$ cat src/hw/rtl/ilpdr_pkg.sv
// ----------------------------------------------------------------------------
// ilpdr_pkg
// Field widths and codes shared by the idle-line packet descriptor ring.
// ----------------------------------------------------------------------------
package ilpdr_pkg;

  // Input transaction fields
  localparam int MODE_W    = 1;
  localparam int DMA_REM_W = 12;
  localparam int REL_W     = 8;

  // Result transaction fields
  localparam int SLOT_OUT_W = 4;
  localparam int POS_OUT_W  = 11;

  // Item kinds carried on the mode field
  localparam logic [MODE_W-1:0] MODE_IDLE    = 1'b0;
  localparam logic [MODE_W-1:0] MODE_RELEASE = 1'b1;

endpackage

$ cat src/hw/rtl/ilpdr_frame_calc.sv
// ----------------------------------------------------------------------------
// ilpdr_frame_calc
// Position arithmetic for one idle event: write position from the DMA
// remaining count, bytes since the previous event, end offset and the new
// running byte count, all modulo the buffer size.
// ----------------------------------------------------------------------------
module ilpdr_frame_calc #(
  parameter int BUF_SIZE = 2048
) (
  input  logic [ilpdr_pkg::DMA_REM_W-1:0] dma_remaining,
  input  logic [$clog2(BUF_SIZE)-1:0]     last_position,
  input  logic [$clog2(BUF_SIZE)-1:0]     byte_counter,
  output logic [$clog2(BUF_SIZE)-1:0]     cur_pos,
  output logic [$clog2(BUF_SIZE)-1:0]     recv,
  output logic [$clog2(BUF_SIZE)-1:0]     end_calc,
  output logic [$clog2(BUF_SIZE)-1:0]     byte_next
);
  import ilpdr_pkg::*;

  localparam int POS_W = $clog2(BUF_SIZE);
  localparam int CNT_W = $clog2(BUF_SIZE + 1);
  localparam int CMP_W = (CNT_W > DMA_REM_W) ? CNT_W : DMA_REM_W;
  localparam int EXT_W = POS_W + 1;

  logic [CNT_W-1:0] rem_sat;
  logic [CNT_W-1:0] fill;
  logic [EXT_W-1:0] cur_e;
  logic [EXT_W-1:0] last_e;
  logic [EXT_W-1:0] recv_e;
  logic [EXT_W-1:0] end_sum;
  logic [EXT_W-1:0] byte_sum;

  // Saturate the remaining count and derive the write position
  assign rem_sat = (CMP_W'(dma_remaining) > CMP_W'(BUF_SIZE)) ? CNT_W'(BUF_SIZE)
                                                             : CNT_W'(dma_remaining);
  assign fill    = CNT_W'(BUF_SIZE) - rem_sat;
  assign cur_pos = (fill == CNT_W'(BUF_SIZE)) ? '0 : POS_W'(fill);

  // Bytes since the previous event, with wrap
  assign cur_e  = EXT_W'(cur_pos);
  assign last_e = EXT_W'(last_position);
  assign recv_e = (cur_e >= last_e) ? (cur_e - last_e)
                                    : (EXT_W'(BUF_SIZE) - last_e + cur_e);
  assign recv   = POS_W'(recv_e);

  // Offset of the last byte of the packet
  assign end_sum  = last_e + recv_e - EXT_W'(1);
  assign end_calc = (end_sum >= EXT_W'(BUF_SIZE)) ? POS_W'(end_sum - EXT_W'(BUF_SIZE))
                                                  : POS_W'(end_sum);

  // Running byte count modulo the buffer size
  assign byte_sum  = EXT_W'(byte_counter) + recv_e;
  assign byte_next = (byte_sum >= EXT_W'(BUF_SIZE)) ? POS_W'(byte_sum - EXT_W'(BUF_SIZE))
                                                    : POS_W'(byte_sum);

endmodule

$ cat src/hw/rtl/idle_line_packet_descriptor_ring_unit.sv
// ----------------------------------------------------------------------------
// idle_line_packet_descriptor_ring_unit
// Packet framing over a circular receive buffer, one descriptor per idle event with new bytes.
// ----------------------------------------------------------------------------
// Each input transaction is either a line-idle event (mode 0, carrying the DMA
// remaining count) or a slot release (mode 1). An idle event that finds new
// bytes writes the start and end offsets into the current descriptor slot,
// marks it valid, discards the following slot if it is still valid so that
// one slot always stays free, and advances the write slot; every item returns
// exactly one result transaction with the slot indices and the running byte
// total after it. After an input transaction is accepted, the update state
// does the position arithmetic and the slot and index update (with the
// descriptor memory write), the read state reads the descriptor memory into
// a data register, and the done state loads the result register.
// The input stalls from acceptance until the result is loaded, so the block
// takes no new item while one is in flight. A previous result still held
// by the receiver holds the current item in its done state, and so the
// input, until that result is taken. Slot valid marks sit in
// flip-flops cleared by reset, so no clearing pass follows reset.
// ----------------------------------------------------------------------------
module idle_line_packet_descriptor_ring_unit #(
  parameter int BUF_SIZE = 2048,
  parameter int SLOTS    = 16
) (
  input  logic                             clk,
  input  logic                             rst,
  // Input channel
  input  logic                             in_valid,
  output logic                             in_stall,
  input  logic [ilpdr_pkg::MODE_W-1:0]     mode,
  input  logic [ilpdr_pkg::DMA_REM_W-1:0]  dma_remaining,
  input  logic [ilpdr_pkg::REL_W-1:0]      release_slot,
  // Result channel
  output logic                             out_valid,
  input  logic                             out_stall,
  output logic                             packet_recorded,
  output logic [ilpdr_pkg::SLOT_OUT_W-1:0] packet_slot,
  output logic [ilpdr_pkg::POS_OUT_W-1:0]  start_pos,
  output logic [ilpdr_pkg::POS_OUT_W-1:0]  end_pos,
  output logic [ilpdr_pkg::POS_OUT_W-1:0]  packet_length,
  output logic                             overwrote_oldest,
  output logic [ilpdr_pkg::SLOT_OUT_W-1:0] read_slot,
  output logic [ilpdr_pkg::SLOT_OUT_W-1:0] write_slot,
  output logic [ilpdr_pkg::POS_OUT_W-1:0]  byte_total
);
  import ilpdr_pkg::*;

  localparam int POS_W   = $clog2(BUF_SIZE);
  localparam int IDX_W   = $clog2(SLOTS);
  localparam int REL_C_W = REL_W + 1;

  typedef enum logic [1:0] {
    ST_IDLE,
    ST_CALC,
    ST_READ,
    ST_DONE
  } state_t;

  state_t state;

  // Ring state
  logic [SLOTS-1:0]   slot_valid;
  logic [IDX_W-1:0]   write_index;
  logic [IDX_W-1:0]   read_index;
  logic [POS_W-1:0]   last_position;
  logic [POS_W-1:0]   byte_counter;

  // Descriptor memory: {start, end} per slot
  logic [2*POS_W-1:0] desc_mem [SLOTS];
  logic [2*POS_W-1:0] rd_data;

  // Captured transaction and per-item results
  logic [MODE_W-1:0]    mode_q;
  logic [DMA_REM_W-1:0] rem_q;
  logic [REL_W-1:0]     rel_q;
  logic                 rec_q;
  logic                 over_q;
  logic [IDX_W-1:0]     pslot_q;
  logic [POS_W-1:0]     plen_q;

  // Arithmetic results
  logic [POS_W-1:0] cur_pos;
  logic [POS_W-1:0] recv;
  logic [POS_W-1:0] end_calc;
  logic [POS_W-1:0] byte_next;

  logic             rec_now;
  logic             rel_ok;
  logic [IDX_W-1:0] rel_idx;
  logic [IDX_W-1:0] wr_nx;
  logic [IDX_W-1:0] rd_nx;
  logic             load_out;

  function automatic logic [IDX_W-1:0] idx_next(input logic [IDX_W-1:0] s);
    return (s == IDX_W'(SLOTS - 1)) ? '0 : s + IDX_W'(1);
  endfunction

  ilpdr_frame_calc #(
    .BUF_SIZE (BUF_SIZE)
  ) u_calc (
    .dma_remaining (rem_q),
    .last_position (last_position),
    .byte_counter  (byte_counter),
    .cur_pos       (cur_pos),
    .recv          (recv),
    .end_calc      (end_calc),
    .byte_next     (byte_next)
  );

  // Decode the captured item
  assign rec_now = (mode_q == MODE_IDLE) && (recv != '0);
  assign rel_ok  = REL_C_W'(rel_q) < REL_C_W'(SLOTS);
  assign rel_idx = IDX_W'(rel_q);
  assign wr_nx   = idx_next(write_index);
  assign rd_nx   = idx_next(read_index);

  // Load the result once the previous transaction has gone
  assign load_out = (state == ST_DONE) && (!out_valid || !out_stall);

  // Take a new item only between items
  assign in_stall = (state != ST_IDLE);

  // Control, ring state and result register
  always_ff @(posedge clk) begin
    if (rst) begin
      state         <= ST_IDLE;
      out_valid     <= 1'b0;
      slot_valid    <= '0;
      write_index   <= '0;
      read_index    <= '0;
      last_position <= '0;
      byte_counter  <= '0;
    end else begin
      if (load_out) begin
        out_valid <= 1'b1;
      end else if (out_valid && !out_stall) begin
        out_valid <= 1'b0;
      end
      unique case (state)
        ST_IDLE: begin
          if (in_valid) begin
            mode_q <= mode;
            rem_q  <= dma_remaining;
            rel_q  <= release_slot;
            state  <= ST_CALC;
          end
        end
        ST_CALC: begin
          rec_q   <= rec_now;
          over_q  <= rec_now && slot_valid[wr_nx];
          pslot_q <= rec_now ? write_index : '0;
          plen_q  <= rec_now ? recv : '0;
          if (mode_q == MODE_RELEASE) begin
            // Release: drop the mark; if it was the oldest slot, advance the oldest pointer past it
            if (rel_ok) begin
              slot_valid[rel_idx] <= 1'b0;
              if (rel_idx == read_index) begin
                read_index <= rd_nx;
              end
            end
          end else begin
            last_position <= cur_pos;
            if (rec_now) begin
              // Mark the new slot and keep the following one free
              slot_valid   <= (slot_valid | (SLOTS'(1) << write_index))
                              & ~(SLOTS'(1) << wr_nx);
              byte_counter <= byte_next;
              write_index  <= wr_nx;
              if (slot_valid[wr_nx] && (wr_nx == read_index)) begin
                read_index <= rd_nx;
              end
            end
          end
          state <= ST_READ;
        end
        ST_READ: begin
          state <= ST_DONE;
        end
        ST_DONE: begin
          if (load_out) begin
            packet_recorded  <= rec_q;
            packet_slot      <= SLOT_OUT_W'(pslot_q);
            start_pos        <= rec_q ? POS_OUT_W'(rd_data[2*POS_W-1:POS_W]) : '0;
            end_pos          <= rec_q ? POS_OUT_W'(rd_data[POS_W-1:0]) : '0;
            packet_length    <= POS_OUT_W'(plen_q);
            overwrote_oldest <= over_q;
            read_slot        <= SLOT_OUT_W'(read_index);
            write_slot       <= SLOT_OUT_W'(write_index);
            byte_total       <= POS_OUT_W'(byte_counter);
            state            <= ST_IDLE;
          end
        end
        default: begin
          state <= ST_IDLE;
        end
      endcase
    end
  end

  // Descriptor memory: write on record, read back the recorded slot
  always_ff @(posedge clk) begin
    if (state == ST_CALC && rec_now) begin
      desc_mem[write_index] <= {last_position, end_calc};
    end
    if (state == ST_READ) begin
      rd_data <= desc_mem[pslot_q];
    end
  end

  // The slot under the write pointer is always free
  a_write_slot_free : assert property (@(posedge clk) disable iff (rst)
    !slot_valid[write_index])
    else $error("write slot holds a valid descriptor");

  // A recorded packet leaves its slot marked valid
  a_record_marks : assert property (@(posedge clk) disable iff (rst)
    (state == ST_CALC && rec_now) |=> slot_valid[pslot_q])
    else $error("recorded slot not marked valid");

  // Ring pointers move only during the update cycle
  a_ptr_hold : assert property (@(posedge clk) disable iff (rst)
    (state != ST_CALC) |=> ($stable(read_index) && $stable(write_index)))
    else $error("ring pointer moved outside the update cycle");

endmodule

$ cat config.mk
export PLATFORM = sky130hd
export DESIGN_NAME = idle_line_packet_descriptor_ring_unit
export DESIGN_NICKNAME = d
export VERILOG_FILES = /design/src/hw/rtl/ilpdr_pkg.sv /design/src/hw/rtl/ilpdr_frame_calc.sv /design/src/hw/rtl/idle_line_packet_descriptor_ring_unit.sv
export SDC_FILE = /design/constraint.sdc
export NUM_CORES = 1
export LEC_CHECK = 0
export ABC_AREA = 1
export BUFFER_PORTS_ARGS = -buffer_cell sky130_fd_sc_hd__buf_2
export CORE_ASPECT_RATIO = 1.5
export CORE_MARGIN = 4
export CORE_UTILIZATION = 45
export DETAILED_ROUTE_END_ITERATION = 7
export GPL_TIMING_DRIVEN = 0
export SYNTH_ARGS = -nofsm -noshare
export SYNTH_HDL_FRONTEND = slang
export SYNTH_SLANG_ARGS = --single-unit
$ cat constraint.sdc
create_clock -name clk -period 7.25 [get_ports clk]
set_input_delay 0.3625 -clock clk [delete_from_list [all_inputs] [get_ports clk]]
set_output_delay 0.3625 -clock clk [all_outputs]
set_load 0.02 [all_outputs]
[Word-level counts from Yosys, hierarchy flattened]
Memory sizes are Yosys's and may differ from the RTL's. A register that Yosys moved wholly into a read port is not among the register bits.
Index checks and enable logic that the tools add are counted.
Word-level totals
  bits in registers: 145
  bits in writable memories: 352
  input port bits: 25
  output and inout port bits: 60
  logic and storage cells: 114
  memories: 1
Cells by class
  add/sub/neg operators: 11
  $lt $le $gt $ge: 8
  equal/unequal tests: 12
  shifts and indexed selects: 2
  mux-type cells: 26
  bitwise gates (word level): 7
  reduce and logical (&&, ||, !) cells: 24
Memories
  desc_mem: words 16, bits a word 22, read ports 1, clocked after memory_dff 1, wr ports 1, line idle_line_packet_descriptor_ring_unit.sv:69  | logic [2*POS_W-1:0] desc_mem [SLOTS];
Operators with widths (count)
  two-way mux 16 bit: 3
  two-way mux 11 bit: 3
  bitwise AND 16 bit: 2
  inverter 16 bit: 2
  << shifter 1 x 4 -> 16 bit (first input constant): 2
  two-way mux 4 bit: 7
  adder 11 x 12 -> 12 bit: 2
  greater-or-equal comparator 12 bit (second input constant): 2
  two-way mux 12 bit: 2
  subtractor 11 x 1 -> 11 bit (second input constant): 2
  bitwise OR 16 bit: 1
  adder 12 x 11 -> 12 bit: 1
  == test 12 bit (second input constant): 1
  greater-than comparator 12 bit (second input constant): 1
  AND reduction 3 bit: 4
  subtractor 11 x 11 -> 12 bit: 1
  subtractor 12 x 1 -> 12 bit (second input constant): 1
  subtractor 12 x 11 -> 12 bit (first input constant): 1
  subtractor 12 bit (first input constant): 1
  greater-or-equal comparator 11 bit: 1
  nonzero test 11 bit: 1
  < comparator 4 x 5 -> 1 bit (second input constant): 2
  adder 4 x 1 -> 4 bit (second input constant): 2
  == test 4 bit: 2
  20 further kinds: 43

[Logic depth before layout (Yosys ltp)]
Gate-level depths: netlist of run 1.
  depth after elaboration: 12
  mapped depth: 33
  gate-level depth less buffers: 33

[Modules after synthesis]
From an unflattened synthesis of run 1, not the netlist that was laid out.
Unflattened totals
  cell total of the unflattened synthesis: 1803
  area, all modules: 22342.7 um^2
By module, submodules not included
  idle_line_packet_descriptor_ring_unit: times used 1, cells each 1499, area each 20414.6 um^2, sequential area each 15094.5 um^2
  ilpdr_frame_calc: times used 1, cells each 304, area each 1928.1 um^2, sequential area each 0.0 um^2

[Worst setup path after synthesis of run 1]
Ideal clock, no wire load.
  path kind: input -> register
  start: input port rst
  end: register byte_total[0] (netlist name) (enable)
  setup time: 0.545 ns
  arrival time: 4.577 ns
  data required time: 6.705 ns
  slack: 2.128 ns
  stages on the path: 2
  buffers on the path: 1
  path through: clkbuf_1 nor3_1
Between the ends
  word-level cells in the longest chain between the ends: 2
Ends and longest elaborated chain
  start, declared: line idle_line_packet_descriptor_ring_unit.sv:26  | input logic rst,
  inverter 1 bit (no source line)
  AND reduction 3 bit (no source line)
  end signal, assigned: line idle_line_packet_descriptor_ring_unit.sv:189  | byte_total <= POS_OUT_W'(byte_counter);
  end, declared: line idle_line_packet_descriptor_ring_unit.sv:44  | output logic [ilpdr_pkg::POS_OUT_W-1:0] byte_total
Every way passes these cells.
A chain may end at the register's enable or synchronous reset.

[Worst setup path after layout of run 1]
  start: register rem_q[4]
  end: memory desc_mem[13][9] (netlist name), data pin
Between the ends
  word-level cells in the longest chain between the ends: 11
  elaborated cells between the ends (all ways): 14
  those cells by class: add/sub: 6; order compare: 3; eq/ne: 1; mux: 4
Ends and longest elaborated chain
  start, declared: line idle_line_packet_descriptor_ring_unit.sv:74  | logic [DMA_REM_W-1:0] rem_q;
  start signal, assigned: line idle_line_packet_descriptor_ring_unit.sv:143  | rem_q <= dma_remaining;
  greater-than comparator 12 bit: line ilpdr_frame_calc.sv:34  | assign rem_sat = (CMP_W'(dma_remaining) > CMP_W'(BUF_SIZE)) ? CNT_W'(BUF_SIZE)
  two-way mux 12 bit *: line ilpdr_frame_calc.sv:34
  subtractor 12 bit *: line ilpdr_frame_calc.sv:36  | assign fill = CNT_W'(BUF_SIZE) - rem_sat;
  == test 12 bit: line ilpdr_frame_calc.sv:37  | assign cur_pos = (fill == CNT_W'(BUF_SIZE)) ? '0 : POS_W'(fill);
  two-way mux 11 bit *: line ilpdr_frame_calc.sv:37
  named net cur_pos[2]: line idle_line_packet_descriptor_ring_unit.sv:82  | logic [POS_W-1:0] cur_pos;
  adder 12 x 11 -> 12 bit, or another cell as far along: line ilpdr_frame_calc.sv:43  | : (EXT_W'(BUF_SIZE) - last_e + cur_e);
  two-way mux 12 bit *: line ilpdr_frame_calc.sv:42  | assign recv_e = (cur_e >= last_e) ? (cur_e - last_e)
  named net recv[2]: line idle_line_packet_descriptor_ring_unit.sv:83  | logic [POS_W-1:0] recv;
  adder 11 x 12 -> 12 bit *: line ilpdr_frame_calc.sv:47  | assign end_sum = last_e + recv_e - EXT_W'(1);
  subtractor 12 x 1 -> 12 bit *: line ilpdr_frame_calc.sv:47
  subtractor 11 x 1 -> 11 bit / greater-or-equal comparator 12 bit (equally long branches): line ilpdr_frame_calc.sv:48  | assign end_calc = (end_sum >= EXT_W'(BUF_SIZE)) ? POS_W'(end_sum - EXT_W'(BUF_SIZE))
  two-way mux 11 bit *: line ilpdr_frame_calc.sv:48
  named net end_calc[9]: line idle_line_packet_descriptor_ring_unit.sv:84  | logic [POS_W-1:0] end_calc;
  end, declared: line idle_line_packet_descriptor_ring_unit.sv:69
Mark *: on every way through the listed nets, which the timed path passes. The rest lies on a longest branch.

==> results of run 1 <==
routing by layer:
| layer | up-vias | GRT usage | share of wire |
|---|---|---|---|
| met3 | 141 | 0.0348 | 0.056 |
| met5 | - | 0 | 0 |
| met1 | 7386 | 0.262 | 0.37 |
| li1 | 6958 | - | - |
| met4 | 0 | 0.101 | 0.048 |
| met2 | 531 | 0.433 | 0.53 |
cell type report:
class	instances	area [µm²]
well taps	656	821
repair buffers	128	973
multi-input cells	1005	6190
clock inverters	35	422
clock buffers	57	1310
fillers	4177	22900
plain buffers	79	330
inverters	248	932
flip-flops and latches	519	15100
kinds of logic after synthesis:
| group | count (synthesis) |
|---|---|
| AOI/OAI and AO/OA | 439 |
| xor gates and xnor gates | 26 |
| adders and majority gates | 55 |
| buffers and inverters | 327 |
| DFF | 519 |
| muxes | 88 |
| and+or+nand+nor | 397 |
cell usage after synthesis (19+ instances only):
| library cell | count |
|---|---|
| nand2_1 | 162 |
| nor2_1 | 117 |
| dfxtp_1 | 49 |
| o211ai_1 | 95 |
| a21oi_1 | 142 |
| o21ai_0 | 168 |
| inv_1 | 240 |
| mux2i_1 | 88 |
| ha_1 | 52 |
| nand3_1 | 78 |
| edfxtp_1 | 470 |
| clkbuf_1 | 54 |
| xor2_1 | 19 |
timing repair:
item,CTS,global route
gates resized for setup,0,0
hold endpoints to repair,21,0
hold buffers,21,0
per-stage QoR:
stage / setup TNS (ps) / hold WS, ps / instances / total power [mW]
after floorplan: 0 / 400 / 1851 / 6.66
after global placement: -88300 / 405 / 2591 / 7.91
after detailed placement: 0 / 405 / 2614 / 8.10
after CTS: 0 / 60.9 / 2727 / 10.9
after global routing: 0 / 111 / 2727 / 11.3
final: 0 / 86.8 / 2727 / 10.8
flip-flops by register name (all words and copies together) (netlist names), 12 cells and up:
signal,flops
desc_mem,352
rd_data,22
rem_q,12
slot_valid,16
worst max-delay path, stage by stage (launching register included):
cell and delay [ps]:
edfxtp_1 430, nor2_1 140, nand2_1 60, nor2_1 100
nand2_1 70, nand2_2 110, inv_1 80, a21oi_1 160
inv_1 70, o21ai_0 310, inv_1 90, ha_1 390
xor2_1 480, inv_1 130, ha_1 340, fa_1 500
o21ai_0 300, a21oi_1 110, o21ai_0 360, a21oi_1 130
o21ai_0 200, xor2_1 1100
power by group through the flow:
stage	Clock [mW]	Combinational (mW)	Sequential, mW
finish	2.75	3.34	4.74
global route	2.91	3.66	4.77
CTS	2.79	3.31	4.75
detailed placement	0	3.29	4.81
global placement	0	3.08	4.83
floorplan	0	1.93	4.73
how the worst min path moves through the flow:
| stage | startpoint | end | slack (ps) |
|---|---|---|---|
| final | out_stall | out_valid | 90 |
| after global placement | plen_q[9] | packet_length[9] | 400 |
| after detailed placement | plen_q[1] | packet_length[1] | 400 |
| after floorplan | over_q | overwrote_oldest | 400 |
| after global routing | out_stall | out_valid | 110 |
| after CTS | out_stall | out_valid | 60 |
==> results_dict.tcl, run 1 <==
set metrics [dict create \
    cts_root_buffer "clkbuf_16" \
    r2r-end "desc_mem[13][9]" \
    maxCapViolations 0 \
    crit_type "register to register" \
    h-tree-depth 2 \
    core_um2 48900 \
    via_per_inst 5.51 \
    clock_latency_ps 580 \
    fin_ws_ps 1150 \
    syn2layout_area_growth_pct 16.4 \
    fin_nets 2110 \
    tightest_slew_ps 1420 \
    synth_cells 1851 \
    crit_arrival_ps 6260 \
    synth_top_area_frac 0.630 \
    drive_gt1_frac 0.123 \
    place_congestion 0.928 \
    antenna_found_initial 0 \
    hpwlAfterDp_mm 43.9 \
    p_leak_nw 9.94 \
    synth-main-ff-cell "edfxtp_1" \
    dieArea_um2 53500 \
    grt_usage 0.232 \
    start_kind "register" \
    ir_drop_mv 0.427 \
    slew_violations 0 \
    antenna_cells 0 \
    synth-adder-area-share 0.0317 \
    synthMuxAreaShare 0.0393 \
    status "finished clean" \
    grt_max_degree 24 \
    ant_nets 0 \
    synthSimpleGateAreaFrac 0.0756 \
    dr_total_vias 15000 \
    post_cts_buffers 0 \
    fin_area_um2 26100 \
    dr.pass1.iters 5 \
    place_area_um2 24100 \
    intPower_mw 7.02 \
    netlist_area_um2 22400 \
    wl_mm 62.4 \
    clkSinkCount 519 \
    start_util 0.458 \
    io_pins 85 \
    die_w_um 190 \
    synth_nets 1931 \
    clk_pin_slew_ps 60 \
    combPwrFrac 0.308 \
    layout_common_cells "edfxtp_1, inv_1, o21ai_0, nand2_1, a21oi_1" \
    synthXorXnorAreaFrac 0.0102 \
    grt_pass1_vias 15100 \
    synth_edf_count 470 \
    fmax_mhz 164 \
    finClkSkew_ps 24.6 \
    switchingPower_mw 3.81 \
    p_clk_frac 0.254 \
    max-clock-path-buffers 3 \
    critPathMaxFanout 16 \
    async_reset_ff_frac 0 \
    cp-end-kind "register" \
    relSlewSlack 0.0512 \
    postSynthAreaPerCell_um2 12.1 \
    cts-buffers-inserted 49 \
    ys_seq_elements 519 \
    hold_violations 0 \
    drt-initial-drc-count 1182 \
    crit_required_ps 7410 \
    synth_compound_area_frac 0.113 \
    setup_viol 0 \
    period_share 0.842 \
    io_buffers 84 \
    synth_top_family_by_area "compound AO/OA/AOI/OAI gates" \
    power.density_nw_per_um2 416 \
    hp-class "input pin to register" \
    grt_remaining_overflow 0 \
    period_needed_ps 6100 \
    ys_warn_count 0 \
    grt_setup_unrepaired "no" \
    final_common_cell "edfxtp_1" \
    crit_end "desc_mem[13][9]" \
    reg2regPathDepth 21 \
    grt_pass1_wl_mm 92.7 \
    startpoint "rem_q[4]" \
    drt-wirelength-per-cell_um 22.9 \
    min_path_cells 3 \
    place_ws_ps 1190 \
    pwr-share-seq 0.438 \
    r2r-start "rem_q[4]" \
    num_rows 99 \
    drc 0 \
    ys_seq_area_frac 0.674 \
    reg2reg_setup_slack_ps 1150 \
    sw_frac_of_total 0.352 \
    fp.dieH_um 281 \
    yosys.area.top_type "edfxtp_1" \
    ys_top_cells_by_area "edfxtp_1, dfxtp_1, inv_1, mux2i_1, o21ai_0" \
    fin_util 0.533 \
    cts_tree "done" \
    ys_types 43 \
]
No activity file was read; power rests on OpenSTA's default activity.
==> run 2: changes to the inputs <==
--- a/config.mk
+++ b/config.mk
@@ -5,7 +5,7 @@
 export SDC_FILE = /design/constraint.sdc
 export NUM_CORES = 1
 export LEC_CHECK = 0
-export ABC_AREA = 1
+export ABC_AREA = 0
 export BUFFER_PORTS_ARGS = -buffer_cell sky130_fd_sc_hd__buf_2
 export CORE_ASPECT_RATIO = 1.5
 export CORE_MARGIN = 4
==> constraint.sdc (replaced) <==
create_clock -name clk -period 5.85 [get_ports clk]
set_input_delay 0.2925 -clock clk [delete_from_list [all_inputs] [get_ports clk]]
set_output_delay 0.2925 -clock clk [all_outputs]
set_load 0.02 [all_outputs]
==> run 2 against run 1 <==
  * Combinational power shrank 13%
  * Setup slack lost 700 ps
  * Sequential share of layout area grew 2.9 points
  * Flip-flop and latch count is the same
  * Cell count shrank 23%
  * First-iteration DRC count shrank 30%
  * Non-clock buffer count shrank 8
  * Register-to-register slack lost 700 ps
  * Clock skew shrank 4.3 ps
  * Sequential power grew 11%
==> results_dict.tcl, run 2 <==
set metrics [dict create \
    status "finished clean" \
    cts-buffers-inserted 47 \
    synthXorXnorAreaFrac 0.0161 \
    crit_required_ps 6160 \
    maxCapViolations 0 \
    min_delay_worst_endpoint "slot_valid[8]" \
    reg2regPathDepth 19 \
    layout_common_cells "edfxtp_1, mux4_2, buf_2, nand2_1, a21oi_1" \
    power.density_nw_per_um2 443 \
    ys_warn_count 0 \
    worstHoldStart "rst" \
    slew_violations 0 \
    clock_latency_ps 570 \
    switchingPower_mw 3.41 \
    syn2layout_area_growth_pct 15.1 \
    antenna_found_initial 0 \
    crit_type "register to register" \
    num_rows 98 \
    intPower_mw 7.59 \
    p_clk_frac 0.257 \
    synth-main-ff-cell "edfxtp_1" \
    fmax_mhz 185 \
    wl_mm 50.9 \
    netlist_area_um2 21600 \
    io_buffers 84 \
    ys_seq_area_frac 0.699 \
    start_kind "register" \
    dieArea_um2 51600 \
    dr.pass1.iters 5 \
    hp-class "input pin to register" \
    critPathMaxFanout 16 \
    synthSimpleGateAreaFrac 0.0600 \
    grt_remaining_overflow 0 \
    ant_nets 0 \
    largest_reg_flops 352 \
    final_common_cell "edfxtp_1" \
    hpwlAfterDp_mm 36.0 \
    core_um2 47600 \
    async_reset_ff_frac 0 \
    combPwrFrac 0.263 \
    sw_frac_of_total 0.310 \
    grt_usage 0.198 \
    via_per_inst 5.59 \
    crit_arrival_ps 5710 \
    finClkSkew_ps 20.4 \
    clk_pin_slew_ps 60 \
    drt-initial-drc-count 827 \
    tightest_slew_ps 1250 \
    setup_viol 0 \
    ys_seq_elements 519 \
    power_mw 11.0 \
    cp-end-kind "register" \
    yosysMostFrequentCell "edfxtp_1" \
    largestRegisters "desc_mem (352), rd_data (22), slot_valid (16)" \
    drt-wirelength-per-cell_um 24.2 \
    clkSinkCount 519 \
    max-clock-path-buffers 3 \
    crit_chain "nor4_4 > nand4_1 > o21ai_0 > and2_1 > ha_1 > nor2_1 > a21oi_1 > xor2_2 > inv_1 > ha_1 > inv_1 > ha_1 > a21oi_1 > o21ai_0 > a21oi_1 > o21ai_0 > a21o_1 > a21oi_1 > xor2_4" \
    cts_tree "done" \
    drive_gt1_frac 0.231 \
    fin_nets 1545 \
    h-tree-depth 2 \
    ir_drop_mv 0.354 \
    grt_max_degree 59 \
    r2r-start "rem_q[2]" \
    fin_util 0.522 \
    postSynthAreaPerCell_um2 16.9 \
    synthTopCellsByCount "edfxtp_1, mux4_2, nand2_1" \
    relSlewSlack 0.159 \
    period_needed_ps 5400 \
    reg2reg_setup_slack_ps 450 \
    hold_violations 0 \
    cts_root_buffer "clkbuf_16" \
    p_leak_nw 8.33 \
    drc 0 \
    ys_top_cells_by_area "edfxtp_1, mux4_2, dfxtp_1, ha_1, nand2_1" \
    synth-adder-area-share 0.0329 \
    period_share 0.923 \
    crit_top_cell "a21oi_1" \
    die_w_um 187 \
    r2r-end "desc_mem[4][10]" \
    synth_nets 1358 \
    io_pins 85 \
    synth_cells 1278 \
    dr_total_vias 11800 \
    grt_pass1_wl_mm 77.6 \
    ys_types 65 \
    cpPeakStageDelay_ps 450 \
    grt_setup_unrepaired "no" \
    synth_compound_area_frac 0.0514 \
    yosys.area.top_type "edfxtp_1" \
    grt_pass1_vias 12500 \
    synth_top_family_by_area "multiplexers" \
    pwr-share-seq 0.479 \
    min_path_cells 4 \
    start_util 0.454 \
    largest-register "desc_mem" \
    place_congestion 0.913 \
    synth_top_area_frac 0.654 \
    synthMuxAreaShare 0.119 \
    fp.dieH_um 276 \
    slowest_stage "edfxtp_1" \
    antenna_cells 0 \
    synth_edf_count 470 \
]
==> run 2: changes by cell type after synthesis, moves of 9 or more <==
cell      change
a21oi_1      -80
and2_1       +34
clkbuf_1     -16
inv_1       -187
mux2i_1      -85
mux4_2      +112
nand2_1      -78
nand3_1      -56
nor2_1       -66
nor2b_1       +9
o211ai_1     -92
o21ai_0     -123
xnor2_1      +14
==> run 2: stage by stage <==
step | TNS, ps | instance area, µm² | std cells | setup WS (ps) | hold WS, ps
2_1_floorplan | -9770 | 21600 | 1278 | -111 | 391
3_3_place_gp | -700090 | 22800 | 1962 | -3450 | 415
3_5_place_dp | -3040 | 23200 | 1993 | -125 | 407
4_1_cts | 0 | 24800 | 2103 | 117 | 69.9
5_1_grt | 0 | 24800 | 2104 | 25.9 | 94.0
6_report | 0 | 24800 | 2104 | 448 | 96.0
==> run 2: metal layers <==
layer,track usage,vias up,wire [µm]
met2,0.374,307,28200
met1,0.229,5985,18900
li1,-,5373,-
met3,0.0229,97,1810
met5,0,-,0
met4,0.0774,0,2070
==> run 2: layout make-up <==
type,count,area (µm²)
fillers,3895,22700
plain buffers,61,254
well taps,600,751
repair buffers,138,945
multi-input cells,645,6220
inverters,53,199
clock inverters,24,126
clock buffers,64,1250
flip-flops and latches,519,15100
==> run 2: critical path: cells and delay by family, from the launching register on <==
family	cells	cell delay, ps
XOR/XNOR	2	760
AO/OA/AOI/OAI	8	1960
adder cells (fa/ha/maj)	3	840
AND/OR/NAND/NOR	4	990
flip-flops	1	450
buffers and inverters	2	140
==> run 2: what timing repair did <==
item	in CTS	in global routing
resized for setup	2	6
setup endpoints to repair	32	68
endpoints found under the hold margin	22	0
pin swaps	0	1
hold buffers	22	0
setup buffers	0	0
==> run 2: power groups by stage <==
| stage | clock, mW | sequential (mW) | combinational, mW |
|---|---|---|---|
| 6_report | 2.83 | 5.27 | 2.90 |
| 5_1_grt | 3.05 | 5.29 | 3.21 |
| 4_1_cts | 2.89 | 5.29 | 2.80 |
| 3_5_place_dp | 0 | 5.37 | 2.75 |
| 3_3_place_gp | 0 | 5.37 | 2.63 |
| 2_1_floorplan | 0 | 5.32 | 1.79 |
==> run 2: kinds of logic (layout without fill, tap and decap cells) <==
kind of cell	after synthesis	count (layout)
flops	519	519
simple gates	260	260
compound gates	175	175
mux	117	117
buf+inv	114	340
fa+ha+maj	55	55
xor+xnor	38	38
==> run 2: how the worst max path moves through the flow <==
stage,depth (start not counted),end,from,slack [ps]
5_1_grt,19,desc_mem[4][10],rem_q[2],30
2_1_floorplan,16,desc_mem[2][0],rem_q[2],-110
4_1_cts,17,desc_mem[1][8],rem_q[2],120
6_report,19,desc_mem[4][10],rem_q[2],450
3_3_place_gp,16,desc_mem[1][4],rem_q[2],-3450
3_5_place_dp,19,desc_mem[0][10],rem_q[2],-120
==> run 3: changes to the inputs <==
--- a/config.mk
+++ b/config.mk
@@ -6,8 +6,8 @@
 export NUM_CORES = 1
 export LEC_CHECK = 0
 export ABC_AREA = 0
-export BUFFER_PORTS_ARGS = -buffer_cell sky130_fd_sc_hd__buf_2
-export CORE_ASPECT_RATIO = 1.5
+export BUFFER_PORTS_ARGS = -buffer_cell sky130_fd_sc_hd__clkbuf_2
+export CORE_ASPECT_RATIO = 0.6
 export CORE_MARGIN = 4
 export CORE_UTILIZATION = 45
 export DETAILED_ROUTE_END_ITERATION = 7
==> run 3 against run 2 <==
  * Clock power rose by 5%
  * Sequential power barely moved
  * Count of clock-buffer cells in the layout fell by 1
  * Via count rose by 5.5%
  * Largest power group unchanged
==> results_dict.tcl, run 3 (synthesized netlist as in run 2, its figures left out) <==
set metrics [dict create \
    largestRegisters "desc_mem (352), rd_data (22), slot_valid (16)" \
    critPathMaxFanout 10 \
    crit_required_ps 6110 \
    path_delay_family "simple AND/OR/NAND/NOR gates" \
    crit_chain "nor4_4 > nand4_1 > o21ai_2 > nand2_1 > ha_1 > inv_1 > fa_1 > a211oi_2 > o21ai_2 > a41oi_2 > xor2_2 > xnor2_2 > a31o_1 > buf_6 > buf_6 > nor4b_2 > buf_4 > buf_4" \
    dieArea_um2 51700 \
    ir_drop_mv 0.530 \
    cts-buffers-inserted 47 \
    clk_pin_slew_ps 70 \
    ant_nets 0 \
    grt_max_degree 46 \
    place_inst 2033 \
    drive_gt1_frac 0.238 \
    period_needed_ps 5520 \
    slew_violations 0 \
    seq_area_um2 15100 \
    grt_setup_unrepaired "no" \
    slowest_stage "nor4b_2" \
    dr_total_vias 12400 \
    cpPeakStageDelay_ps 800 \
    core_um2 46900 \
    wl_met1_mm 27.2 \
    path_depth 18 \
    drt-wirelength-per-cell_um 25.7 \
    hp-class "input pin to register" \
    clkSinkCount 519 \
    syn2layout_area_growth_pct 17.0 \
    fin_util 0.539 \
    highest_layer "met4" \
    largest-register "desc_mem" \
    start_util 0.461 \
    p_leak_nw 8.51 \
    multi_input_area_um2 6250 \
    tightest_slew_ps 1450 \
    layout_common_cells "edfxtp_1, mux4_2, nand2_1, clkbuf_2, a21oi_1" \
    final_common_cell "edfxtp_1" \
    hold_violations 0 \
    clock_latency_ps 570 \
    drt-initial-drc-count 1420 \
    io_pins 85 \
    start_kind "register" \
    fin_nets 1563 \
    fillerInstances 3775 \
    maxCapViolations 0 \
    dr_wl_met3_mm 5.16 \
    period_share 0.944 \
    finClkSkew_ps 17.6 \
    cts_tree "done" \
    reg2reg_setup_slack_ps 330 \
    antenna_found_initial 0 \
    place_ws_ps -476 \
    setup_viol 0 \
    cts_root_buffer "clkbuf_16" \
    r2r-start "rem_q[0]" \
    path_buf_inv 5 \
    num_rows 61 \
    largest_reg_flops 352 \
    place_congestion 0.871 \
    io_buffers 84 \
    h-tree-depth 2 \
    grt_pass1_vias 11800 \
    wl_mm 55.2 \
    die_w_um 291 \
    startpoint "rem_q[0]" \
    crit_type "register to register" \
    wl_met2_mm 22.3 \
    relSlewSlack 0.0243 \
    drc 0 \
    final_cells 2149 \
    via_per_inst 5.77 \
    r2r-end "desc_mem[0][14]" \
    grt_usage 0.214 \
    hpwlAfterDp_mm 38.7 \
    max-clock-path-buffers 3 \
    grt_pass1_wl_mm 81.4 \
    fp.dieH_um 178 \
    cp-end-kind "register" \
    power.density_nw_per_um2 449 \
    crit_arrival_ps 5780 \
    status "finished clean" \
    dr.pass1.iters 6 \
    crit_end "desc_mem[0][14]" \
    power_mw 11.3 \
    fmax_mhz 181 \
    grt_remaining_overflow 0 \
    reg2regPathDepth 18 \
    fin_ws_ps 330 \
]
run 3: worst min path at each step:
stage                          from               end  slack [ps]  cells past startpoint
after floorplan                mode            mode_q         390                      0
after global placement       over_q  overwrote_oldest         400                      0
after detailed placement  plen_q[2]  packet_length[2]         400                      0
after CTS                       rst     slot_valid[8]          70                      4
after global routing            rst     slot_valid[8]         100                      4
final                           rst     slot_valid[8]          80                      4
run 3: worst min-delay path: cells and delay by family:
kind,cells,cell delay [ps]
AO/OA/AOI/OAI,1,60
buffers and inverters,2,190
AND/OR/NAND/NOR,1,60
run 3: metal layers:
metal,vias to the layer above,GRT usage
met2,547,0.289
met1,6393,0.360
met3,53,0.0442
li1,5412,-
met5,-,0
met4,0,0.0324
run 3: layout make-up:
| class | count | share of cell area |
|---|---|---|
| sequential | 519 | 0.598 |
| multi-input combinational | 645 | 0.248 |
| clock buffer | 63 | 0.0497 |
| timing repair buffer | 156 | 0.0480 |
| tap | 630 | 0.0312 |
| buffer | 61 | 0.0101 |
| inverter | 53 | 0.00788 |
| clock inverter | 21 | 0.00763 |
| antenna | 1 | 0.0000991 |
run 3: power by group:
part | switching, mW | internal, mW
clock network | 1.33 | 1.64
registers | 0.124 | 5.14
logic | 2.08 | 1.02
total | 3.53 | 7.80
run 3: timing repair:
action,4_1_cts,5_1_grt
hold buffers,22,0
pin swaps,0,4
buffers inserted,0,8
setup endpoints to repair,190,189
gates resized for setup,10,5
endpoints found under the hold margin,22,0
run 3: stage by stage:
stage | TNS (ps) | hold slack [ps] | instance area, µm²
floorplan | -9770 | 391 | 21600
global placement | -998120 | 404 | 22800
detailed placement | -46090 | 405 | 23400
CTS | 0 | 71.9 | 25100
global route | 0 | 103 | 25300
finish | 0 | 84.5 | 25300
